[config.mk]
export PLATFORM = sky130hd
export DESIGN_NAME = adep_ctrl
export DESIGN_NICKNAME = d
export VERILOG_FILES = /design/src/adep_pkg.sv /design/src/adep_ctrl.sv
export SDC_FILE = /design/constraint.sdc
export NUM_CORES = 1
export LEC_CHECK = 0
export BUFFER_PORTS_ARGS = -buffer_cell sky130_fd_sc_hd__buf_4
export CORE_AREA = 3 3 53 55
export DETAILED_ROUTE_END_ITERATION = 6
export DIE_AREA = 0 0 56 58
export PLACE_DENSITY = 0.77
export SLEW_MARGIN = 25
export SYNTH_ARGS = -nofsm -noshare
export SYNTH_HDL_FRONTEND = slang
export SYNTH_SLANG_ARGS = --single-unit
[constraint.sdc]
create_clock -name clk_i -period 2 [get_ports clk_i]
set_input_delay 0.5 -clock clk_i [delete_from_list [all_inputs] [get_ports clk_i]]
set_output_delay 0.5 -clock clk_i [all_outputs]
set_load 0.1 [all_outputs]
[src/adep_pkg.sv]
package adep_pkg;

  localparam int MAX_LAYERS = 64;
  localparam int IDX_W      = $clog2(MAX_LAYERS);
  localparam int CNT_W      = IDX_W + 1;
  localparam int LAYER_W    = 6;

  localparam int DIV_W      = 56;
  localparam int DVS_W      = 32;
  localparam int DIV_CNT_W  = $clog2(DIV_W + 1);

  localparam logic [31:0] EXP_NEG1  = 32'd1580030169;
  localparam logic [31:0] EXP_POS1  = 32'd2918732888;
  localparam logic [23:0] W_MAX     = 24'hFFFFFF;
  localparam logic [31:0] EFOLD_RST = 32'd6554;
  localparam logic [19:0] SHARE_RST = 20'd32768;
  localparam logic [3:0]  EXP_TERMS = 4'd13;

  // Configuration register indexes.
  localparam logic [2:0] CFG_EFOLD = 3'd0;
  localparam logic [2:0] CFG_NORM  = 3'd1;
  localparam logic [2:0] CFG_LSHR  = 3'd2;
  localparam logic [2:0] CFG_RSHR  = 3'd3;
  localparam logic [2:0] CFG_RPRES = 3'd4;
  localparam logic [2:0] CFG_LPRES = 3'd5;
  localparam logic [2:0] CFG_FPRES = 3'd6;

  // Multiplier operand selects.
  localparam logic [3:0] MUL_TERM  = 4'd0;
  localparam logic [3:0] MUL_PEXP  = 4'd1;
  localparam logic [3:0] MUL_WHOLE = 4'd2;
  localparam logic [3:0] MUL_BH    = 4'd3;
  localparam logic [3:0] MUL_BL    = 4'd4;
  localparam logic [3:0] MUL_MH    = 4'd5;
  localparam logic [3:0] MUL_ML    = 4'd6;
  localparam logic [3:0] MUL_LH    = 4'd7;
  localparam logic [3:0] MUL_LL    = 4'd8;
  localparam logic [3:0] MUL_FH    = 4'd9;
  localparam logic [3:0] MUL_FL    = 4'd10;

  // Divider operand selects.
  localparam logic [2:0] DIV_RATIO = 3'd0;
  localparam logic [2:0] DIV_EXP   = 3'd1;
  localparam logic [2:0] DIV_SHL   = 3'd2;
  localparam logic [2:0] DIV_SHR   = 3'd3;
  localparam logic [2:0] DIV_NORM  = 3'd4;

  typedef struct packed {
    logic       load;
    logic       phase;
    logic       div_go;
    logic [2:0] div_sel;
    logic [3:0] mul_sel;
    logic       exp_init;
    logic       exp_acc;
    logic       exp_end;
    logic       pexp_wb;
    logic       whole_wb;
    logic       set_a;
    logic       set_w;
    logic       clr_w;
    logic       store;
    logic       sh_zero;
    logic       set_lf;
    logic       set_rf;
    logic       rd;
    logic       w_raw;
    logic       w_div;
    logic       acc_hi;
    logic       acc_lo;
    logic       set_lm;
    logic       set_rc;
    logic       sh_hi;
    logic       set_lc;
    logic       set_fc;
    logic       advance;
  } cmd_t;

  typedef struct packed {
    logic full;
    logic zero_w;
    logic div_done;
    logic k_last;
    logic whole_go;
    logic a_zero;
    logic last;
    logic tot_zero;
    logic norm_go;
    logic out_last;
  } sts_t;

  function automatic logic signed [47:0] sat48(input logic signed [49:0] v);
    logic signed [49:0] hi;
    logic signed [49:0] lo;
    hi = 50'sh0_7FFF_FFFF_FFFF;
    lo = -hi - 50'sd1;
    if (v > hi) begin
      return hi[47:0];
    end else if (v < lo) begin
      return lo[47:0];
    end
    return v[47:0];
  endfunction

endpackage

[src/adep_ctrl.sv]
module adep_ctrl
  import adep_pkg::*;
(
  input  logic clk_i,
  input  logic rst_ni,
  input  logic start,
  output logic busy,
  output logic out_valid_o,
  output cmd_t cmd_o,
  input  sts_t sts_i
);

  localparam logic [5:0] S_IDLE  = 6'd0;
  localparam logic [5:0] S_CHECK = 6'd1;
  localparam logic [5:0] S_RGO   = 6'd2;
  localparam logic [5:0] S_RWAIT = 6'd3;
  localparam logic [5:0] S_EMUL  = 6'd4;
  localparam logic [5:0] S_EDGO  = 6'd5;
  localparam logic [5:0] S_EDWT  = 6'd6;
  localparam logic [5:0] S_EEND  = 6'd7;
  localparam logic [5:0] S_PWB   = 6'd8;
  localparam logic [5:0] S_WHOLE = 6'd9;
  localparam logic [5:0] S_WWB   = 6'd10;
  localparam logic [5:0] S_ACHK  = 6'd11;
  localparam logic [5:0] S_STORE = 6'd12;
  localparam logic [5:0] S_LCHK  = 6'd13;
  localparam logic [5:0] S_SH1W  = 6'd14;
  localparam logic [5:0] S_SH2G  = 6'd15;
  localparam logic [5:0] S_SH2W  = 6'd16;
  localparam logic [5:0] S_ERD   = 6'd17;
  localparam logic [5:0] S_ENRM  = 6'd18;
  localparam logic [5:0] S_ENW   = 6'd19;
  localparam logic [5:0] S_EBH   = 6'd20;
  localparam logic [5:0] S_EBL   = 6'd21;
  localparam logic [5:0] S_ERSUM = 6'd22;
  localparam logic [5:0] S_ERC   = 6'd23;
  localparam logic [5:0] S_EML   = 6'd24;
  localparam logic [5:0] S_ELSUM = 6'd25;
  localparam logic [5:0] S_ELH   = 6'd26;
  localparam logic [5:0] S_ELL   = 6'd27;
  localparam logic [5:0] S_ELC   = 6'd28;
  localparam logic [5:0] S_EFH   = 6'd29;
  localparam logic [5:0] S_EFL   = 6'd30;
  localparam logic [5:0] S_EFC   = 6'd31;
  localparam logic [5:0] S_EOUT  = 6'd32;

  logic [5:0] state_q, state_d;
  logic       phase_q, phase_d;

  always_ff @(posedge clk_i or negedge rst_ni) begin
    if (!rst_ni) begin
      state_q <= S_IDLE;
      phase_q <= 1'b0;
    end else begin
      state_q <= state_d;
      phase_q <= phase_d;
    end
  end

  always_comb begin
    state_d     = state_q;
    phase_d     = phase_q;
    cmd_o       = '0;
    cmd_o.phase = phase_q;
    case (state_q)
      S_IDLE: begin
        if (start) begin
          cmd_o.load = 1'b1;
          state_d    = S_CHECK;
        end
      end
      S_CHECK: begin
        phase_d = 1'b0;
        if (sts_i.full) begin
          state_d = S_LCHK;
        end else if (sts_i.zero_w) begin
          cmd_o.clr_w = 1'b1;
          state_d     = S_STORE;
        end else begin
          state_d = S_RGO;
        end
      end
      S_RGO: begin
        cmd_o.div_go  = 1'b1;
        cmd_o.div_sel = DIV_RATIO;
        state_d       = S_RWAIT;
      end
      S_RWAIT: begin
        if (sts_i.div_done) begin
          cmd_o.exp_init = 1'b1;
          state_d        = S_EMUL;
        end
      end
      S_EMUL: begin
        cmd_o.mul_sel = MUL_TERM;
        state_d       = S_EDGO;
      end
      S_EDGO: begin
        cmd_o.div_go  = 1'b1;
        cmd_o.div_sel = DIV_EXP;
        state_d       = S_EDWT;
      end
      S_EDWT: begin
        if (sts_i.div_done) begin
          cmd_o.exp_acc = 1'b1;
          state_d       = sts_i.k_last ? S_EEND : S_EMUL;
        end
      end
      S_EEND: begin
        if (phase_q) begin
          cmd_o.mul_sel = MUL_PEXP;
          state_d       = S_PWB;
        end else begin
          cmd_o.exp_end = 1'b1;
          state_d       = S_WHOLE;
        end
      end
      S_PWB: begin
        cmd_o.pexp_wb = 1'b1;
        state_d       = S_WHOLE;
      end
      S_WHOLE: begin
        if (sts_i.whole_go) begin
          cmd_o.mul_sel = MUL_WHOLE;
          state_d       = S_WWB;
        end else if (phase_q) begin
          cmd_o.set_w = 1'b1;
          state_d     = S_STORE;
        end else begin
          cmd_o.set_a = 1'b1;
          state_d     = S_ACHK;
        end
      end
      S_WWB: begin
        cmd_o.whole_wb = 1'b1;
        state_d        = S_WHOLE;
      end
      S_ACHK: begin
        if (sts_i.a_zero) begin
          cmd_o.clr_w = 1'b1;
          state_d     = S_STORE;
        end else begin
          phase_d = 1'b1;
          state_d = S_RGO;
        end
      end
      S_STORE: begin
        cmd_o.store = 1'b1;
        state_d     = S_LCHK;
      end
      S_LCHK: begin
        if (!sts_i.last) begin
          state_d = S_IDLE;
        end else if (sts_i.tot_zero) begin
          cmd_o.sh_zero = 1'b1;
          state_d       = S_ERD;
        end else begin
          cmd_o.div_go  = 1'b1;
          cmd_o.div_sel = DIV_SHL;
          state_d       = S_SH1W;
        end
      end
      S_SH1W: begin
        if (sts_i.div_done) begin
          cmd_o.set_lf = 1'b1;
          state_d      = S_SH2G;
        end
      end
      S_SH2G: begin
        cmd_o.div_go  = 1'b1;
        cmd_o.div_sel = DIV_SHR;
        state_d       = S_SH2W;
      end
      S_SH2W: begin
        if (sts_i.div_done) begin
          cmd_o.set_rf = 1'b1;
          state_d      = S_ERD;
        end
      end
      S_ERD: begin
        cmd_o.rd = 1'b1;
        state_d  = S_ENRM;
      end
      S_ENRM: begin
        if (sts_i.norm_go) begin
          cmd_o.div_go  = 1'b1;
          cmd_o.div_sel = DIV_NORM;
          state_d       = S_ENW;
        end else begin
          cmd_o.w_raw = 1'b1;
          state_d     = S_EBH;
        end
      end
      S_ENW: begin
        if (sts_i.div_done) begin
          cmd_o.w_div = 1'b1;
          state_d     = S_EBH;
        end
      end
      S_EBH: begin
        cmd_o.mul_sel = MUL_BH;
        state_d       = S_EBL;
      end
      S_EBL: begin
        cmd_o.mul_sel = MUL_BL;
        cmd_o.acc_hi  = 1'b1;
        state_d       = S_ERSUM;
      end
      S_ERSUM: begin
        cmd_o.acc_lo = 1'b1;
        state_d      = S_ERC;
      end
      S_ERC: begin
        cmd_o.set_rc  = 1'b1;
        cmd_o.mul_sel = MUL_MH;
        state_d       = S_EML;
      end
      S_EML: begin
        cmd_o.mul_sel = MUL_ML;
        cmd_o.acc_hi  = 1'b1;
        state_d       = S_ELSUM;
      end
      S_ELSUM: begin
        cmd_o.set_lm = 1'b1;
        state_d      = S_ELH;
      end
      S_ELH: begin
        cmd_o.mul_sel = MUL_LH;
        state_d       = S_ELL;
      end
      S_ELL: begin
        cmd_o.mul_sel = MUL_LL;
        cmd_o.sh_hi   = 1'b1;
        state_d       = S_ELC;
      end
      S_ELC: begin
        cmd_o.set_lc = 1'b1;
        state_d      = S_EFH;
      end
      S_EFH: begin
        cmd_o.mul_sel = MUL_FH;
        state_d       = S_EFL;
      end
      S_EFL: begin
        cmd_o.mul_sel = MUL_FL;
        cmd_o.sh_hi   = 1'b1;
        state_d       = S_EFC;
      end
      S_EFC: begin
        cmd_o.set_fc = 1'b1;
        state_d      = S_EOUT;
      end
      S_EOUT: begin
        cmd_o.advance = 1'b1;
        state_d       = sts_i.out_last ? S_IDLE : S_ERD;
      end
      default: begin
        state_d = S_IDLE;
      end
    endcase
  end

  assign busy        = state_q != S_IDLE;
  assign out_valid_o = state_q == S_EOUT;

endmodule

==> results_dict.tcl, run 1 <==
set metrics [dict create \
    synth_seq_cells 7 \
    placed_area_mm2 0.00212 \
    root_buffer "clkbuf_4" \
    yosysWarnings 0 \
    io_pins 48 \
    syn_area_mm2 0.00111 \
    die_y_um 58 \
    numPortBuffers 47 \
    syn_area_per_cell_um2 6.62 \
    cts_setup_buffers 32 \
    stop_error "[ERROR DPL-0038] Utilization greater than 100%, impossible to legalize" \
    syn-num-nets 180 \
    synth_area_leaders "dfrtp_1 (16%), nor2_1 (8.8%), nor3_1 (8.6%), a21oi_1 (5.0%), nand2b_1 (4.5%)" \
    syn-instance-count 167 \
    ys_types 52 \
    cts-buffers-inserted 3 \
    htree_levels 1 \
    std_cell_rows 18 \
    place_congestion 0.933 \
    clockBufferDepth 2 \
    cts_resized 162 \
    yosysMostFrequentCell "nor2_1" \
    netlist_top_cells_count "nor2_1 (26), nor3_1 (19), nand2_1 (13)" \
    cts_num_sinks 7 \
    yosys.area.top_type_share 0.158 \
    placedCellCount 278 \
    synth_edf_count 0 \
    hold_buffers 0 \
    yosysSeqAreaShare 0.158 \
    synthArstFlopShare 1.00 \
    die_w_um 56 \
    synth_top_area_cell "dfrtp_1" \
    start_util 0.455 \
    hpwl_um 3920 \
    status "stopped before the end" \
    synth_flop_cell "dfrtp_1" \
    haltStage "4_1_cts" \
]
## cells by family after synthesis
group           synth area share
mux                       0.0294
flops                      0.158
buf+inv                   0.0780
xor+xnor                  0.0396
simple gates               0.488
fa+ha+maj                0.00905
compound gates             0.198
## per-stage QoR
stage,setup WS (ns),setup TNS [ns]
2_1_floorplan,-0.396,-5.10
3_3_place_gp,-0.123,-0.259
3_5_place_dp,-0.117,-0.439
==> inputs of run 2 (changes only) <==
- CORE_AREA: 3 3 53 55 -> 3 3 64 66
- DIE_AREA: 0 0 56 58 -> 0 0 67 69
- PLACE_DENSITY: 0.77 -> not set
- PLACE_DENSITY_LB_ADDON: not set -> 0.15
==> results_dict.tcl, run 2 <==
set metrics [dict create \
    max_slew_margin 0.555 \
    globalRouteMet2Util 0.451 \
    regMostFlops "state_q" \
    status "finished, violations left" \
    die_y_um 69 \
    start_util 0.304 \
    die_w_um 67 \
    overflow 0 \
    syn_area_per_cell_um2 6.62 \
    syn-instance-count 167 \
    p_switching_mw 3.02 \
    layout.cells.most_common_list "buf_4 (63), buf_12 (33), buf_6 (27), nor2_4 (16), nor3_4 (15)" \
    largest_reg_flops 6 \
    drc 0 \
    setup_viol 32 \
    wl_per_cell_um 20.3 \
    root_buffer "clkbuf_8" \
    tightest_slew_ns 0.651 \
    cpMaxStageDelayCell "dfrtp_2" \
    grt_pass1_vias 1833 \
    tns_ns -4.17 \
    core-area_mm2 0.00363 \
    path_common_cell "buf_6" \
    netlist_top_cells_count "nor2_1 (26), nor3_1 (19), nand2_1 (13)" \
    hpwl_um 3980 \
    grt_pass1_wl_um 9360 \
    std_cell_rows 22 \
    max_freq_mhz 448 \
    cts_tree "done" \
    drtIter0Drc 146 \
    synth_seq_cells 7 \
    placedCellCount 305 \
    worstSetupPathType "reg -> out" \
    drv_slew 0 \
    yosys.area.top_type_share 0.158 \
    numPortBuffers 47 \
    clockBufferDepth 2 \
    pwr-share-comb 0.910 \
    power.density_mw_per_mm2 1820 \
    swShare 0.538 \
    vdd_drop_max_v 0.00115 \
    min_period_ns 2.23 \
    clk_latency_ns 0.23 \
    start_kind "flop" \
    crit_arrival_ns 1.73 \
    fin_nets 294 \
    holdWs_ns 0.0726 \
    slowest_delay_ns 0.44 \
    pwr-share-clk 0.037 \
    synth_edf_count 0 \
    instances_no_fill 328 \
    synth_top_area_cell "dfrtp_1" \
    htree_levels 1 \
    drtAntennaViolNets 0 \
    first_pass_iters 4 \
    post-route-period-util 1.12 \
    grt_use_met3 0.0326 \
    top_regs "state_q (6), phase_q (1)" \
    pwr-share-seq 0.054 \
    track_usage 0.261 \
    dieArea_mm2 0.00462 \
    final_cell_area_mm2 0.00309 \
    wirelength_um 6670 \
    hp-class "in -> async" \
    endpoint_kind "primary output" \
    yosysWarnings 0 \
    syn2layout_area_growth_pct 179 \
    yosysSeqAreaShare 0.158 \
    cts-buffers-inserted 3 \
    met1_usage 0.332 \
    synthArstFlopShare 1.00 \
    vias_per_cell 5.73 \
    antenna_found_initial 0 \
    syn_area_mm2 0.00111 \
    required_ns 1.50 \
    rsz0062_at_grt "yes" \
    vias 1879 \
    n_antenna_cell 0 \
    fillers 166 \
    p_int_mw 2.59 \
    final_common_cell "buf_4" \
    ys_types 52 \
    drive_gt1_frac 0.732 \
    fin_ws_ns -0.231 \
    drv_cap 0 \
    grt_max_degree 15 \
    violations "setup timing" \
    fin_skew_ns 0.00693 \
    clkTransAtPathRegs_ns 0.04 \
    io_pins 48 \
    busiest_layer "met2" \
    place_congestion 0.960 \
    hold_viol_final 0 \
    synth_flop_cell "dfrtp_1" \
    cp_max_fo 5 \
    syn-num-nets 180 \
    yosysMostFrequentCell "nor2_1" \
    synth_area_leaders "dfrtp_1 (16%), nor2_1 (8.8%), nor3_1 (8.6%), a21oi_1 (5.0%), nand2b_1 (4.5%)" \
    leakage_nw 1.30 \
    placed_area_mm2 0.00222 \
    cts_num_sinks 7 \
    path_cells "or2_4, buf_6, buf_6, nor3_4, buf_12" \
]
run 2: final cells by class:
cell class | count | area (um^2) | area share
repair buffers | 125 | 1470 | 0.475
clock buffers | 4 | 45.0 | 0.0146
inverters | 1 | 3.75 | 0.00122
multi-input cells | 143 | 1330 | 0.432
flip-flops and latches | 7 | 179 | 0.0579
well taps | 48 | 60.1 | 0.0194
run 2: cells by family (layout without fill, tap and decap cells):
| kind of cell | after synthesis | in the layout | synth area share |
|---|---|---|---|
| buf+inv | 17 | 130 | 0.0780 |
| mux | 3 | 3 | 0.0294 |
| xor+xnor | 5 | 5 | 0.0396 |
| fa+ha+maj | 1 | 1 | 0.00905 |
| simple gates | 100 | 100 | 0.488 |
| flops | 7 | 7 | 0.158 |
| compound gates | 34 | 34 | 0.198 |
run 2: what timing repair did:
action / 4_1_cts / 5_1_grt
resized for setup: 142 / 23
endpoints found under the setup margin: 35 / 38
hold buffers: 0 / 0
buffers inserted: 15 / 10
pin swaps: 26 / 14
run 2: worst paths after layout:
path	start	to	cells after the start	slack, ns
min in group clk_i	sts_i[4]	phase_q	2	0.49
max	state_q[3]	cmd_o[0]	5	-0.23
max reg2reg	state_q[4]	state_q[2]	8	0.03
min reg2reg	state_q[1]	state_q[1]	2	0.72
min	rst_ni	phase_q	1	0.07
max in group asynchronous	rst_ni	state_q[2]	1	1.78
run 2: power groups by stage:
stage	sequential [mW]	combinational (mW)	clock (mW)
finish	0.301	5.10	0.205
global route	0.306	5.31	0.213
CTS	0.292	4.65	0.207
detailed placement	0.280	3.83	0
global placement	0.280	3.80	0
floorplan	0.276	2.62	0
run 2: per-stage QoR:
step	utilization	total power [mW]	worst slack [ns]
3_5_place_dp	0.612	4.11	-0.136
2_1_floorplan	-	2.90	-0.396
3_3_place_gp	0.612	4.08	-0.129
6_report	0.850	5.61	-0.231
5_1_grt	0.850	5.83	-0.255
4_1_cts	0.808	5.15	-0.192
run 2: layer usage:
layer	routed length (um)	share of wire
met5	0	0
met3	498	0.075
met2	3340	0.50
met1	2670	0.40
met4	168	0.025
run 2: critical path, delay by kind of cell (launching register included):
family	cells	cell delay, ns
buf+inv	3	0.49
flops	1	0.44
simple gates	2	0.56
Power figures use the tool's default switching activity.
==> inputs of run 3 (changes only) <==
- PLACE_DENSITY: not set -> 0.56
- PLACE_DENSITY_LB_ADDON: 0.15 -> not set
- SKIP_LAST_GASP: not set -> 1
==> results_dict.tcl, run 3 (synthesis gave the netlist of run 2 again) <==
set metrics [dict create \
    power.density_mw_per_mm2 1790 \
    drv_slew 0 \
    track_usage 0.246 \
    fin_ws_ns -0.240 \
    pwr-share-comb 0.902 \
    cpMaxStageDelayCell "dfrtp_2" \
    hpwl_um 4060 \
    htree_levels 1 \
    wl_per_cell_um 19.1 \
    root_buffer "clkbuf_8" \
    crit_arrival_ns 1.74 \
    cp_max_fo 7 \
    numPortBuffers 47 \
    vias 1824 \
    die_w_um 67 \
    rsz0062_at_grt "yes" \
    fin_skew_ns 0.00331 \
    place_ws_ns -0.125 \
    min_period_ns 2.24 \
    power_mw 5.50 \
    setup_viol 35 \
    layout.cells.most_common_list "buf_4 (70), buf_12 (32), buf_6 (23), nor2_4 (15), nor3_4 (12)" \
    wirelength_um 6300 \
    largest_reg_flops 6 \
    p_switching_mw 2.93 \
    status "finished, violations left" \
    start_kind "flop" \
    post-route-period-util 1.12 \
    clk_latency_ns 0.23 \
    clkTransAtPathRegs_ns 0.04 \
    overflow 0 \
    cts_tree "done" \
    swShare 0.534 \
    cts-buffers-inserted 3 \
    violations "setup timing" \
    pwr-share-clk 0.036 \
    die_y_um 69 \
    vias_per_cell 5.53 \
    max_freq_mhz 446 \
    regMostFlops "state_q" \
    n_antenna_cell 0 \
    drv_cap 0 \
    antenna_found_initial 0 \
    worstSetupPathType "reg -> out" \
    holdWs_ns 0.0755 \
    drtAntennaViolNets 0 \
    start_util 0.304 \
    dieArea_mm2 0.00462 \
    grt_pass1_vias 1696 \
    hold_buffers 0 \
    drtIter0Drc 90 \
    max_slew_margin 0.610 \
    pwr-share-seq 0.062 \
    drive_gt1_frac 0.741 \
    grt_pass1_wl_um 8650 \
    std_cell_rows 22 \
    core-area_mm2 0.00363 \
    endpoint_kind "primary output" \
    p_int_mw 2.57 \
    path_cells "or2_4, nor4_1, or3_4, buf_8" \
    cts_num_sinks 7 \
    top_regs "state_q (6), phase_q (1)" \
    leakage_nw 1.31 \
    vdd_drop_max_v 0.00131 \
    grt_max_degree 12 \
    required_ns 1.50 \
    syn2layout_area_growth_pct 178 \
    slowest_delay_ns 0.47 \
    drc 0 \
    hp-class "in -> async" \
    place_congestion 0.916 \
    hold_viol_final 0 \
    io_pins 48 \
    clockBufferDepth 2 \
    fin_nets 296 \
    tightest_slew_ns 0.570 \
    first_pass_iters 4 \
    final_common_cell "buf_4" \
]
==> run 3: layout make-up <==
cell class / count / area (um^2)
Timing Repair Buffer: 127 / 1460
Multi-Input combinational cell: 143 / 1330
Fill cell: 187 / 562
Sequential cell: 7 / 180
Tap cell: 48 / 60.1
Clock buffer: 4 / 45.0
Inverter: 1 / 3.75
==> run 3: per-layer routing <==
layer  wire length [um]  up-vias  GRT usage
met2               3200       97      0.419
met1               2460      878      0.311
li1                   -      832          -
met5                  0        -          0
met3                457       17     0.0326
met4                186        0     0.0833
==> run 3: power by group through the flow <==
stage | sequential, mW | combinational, mW | clock (mW)
after floorplan | 0.276 | 2.62 | 0
after global placement | 0.316 | 3.73 | 0
after detailed placement | 0.312 | 3.76 | 0
after CTS | 0.320 | 4.42 | 0.202
after global routing | 0.351 | 5.19 | 0.210
final | 0.342 | 4.96 | 0.197
==> run 3: worst paths after layout <==
kind                                  from         end  slack, ns  cells after the start
worst max-delay path            state_q[3]   cmd_o[30]      -0.24                      4
worst min-delay path                rst_ni  state_q[5]       0.08                      1
worst max register to register  state_q[0]  state_q[1]      -0.05                      8
worst min register to register     phase_q     phase_q       0.64                      2
max in group asynchronous           rst_ni  state_q[3]       1.79                      1
min in group clk_i                sts_i[4]     phase_q       0.52                      2
==> run 3: metrics by stage <==
stage	cell area [um^2]	TNS, ns	util	std cells
finish	3070	-3.65	0.845	330
global route	3070	-5.36	0.845	330
CTS	2860	-2.84	0.786	318
detailed placement	2200	-0.683	0.606	302
global placement	2200	-0.631	0.606	302
floorplan	1500	-5.10	-	167
==> run 3: critical path: cells and delay by family (launching register included) <==
kind                   cells  cell delay (ns)
AND/OR/NAND/NOR            3             0.86
flip-flops                 1             0.47
buffers and inverters      1             0.19
==> run 3: what timing repair did <==
action | 4_1_cts | 5_1_grt
gates resized for setup | 126 | 31
setup buffers | 12 | 12
endpoints found under the setup margin | 36 | 34
pin swaps | 21 | 21
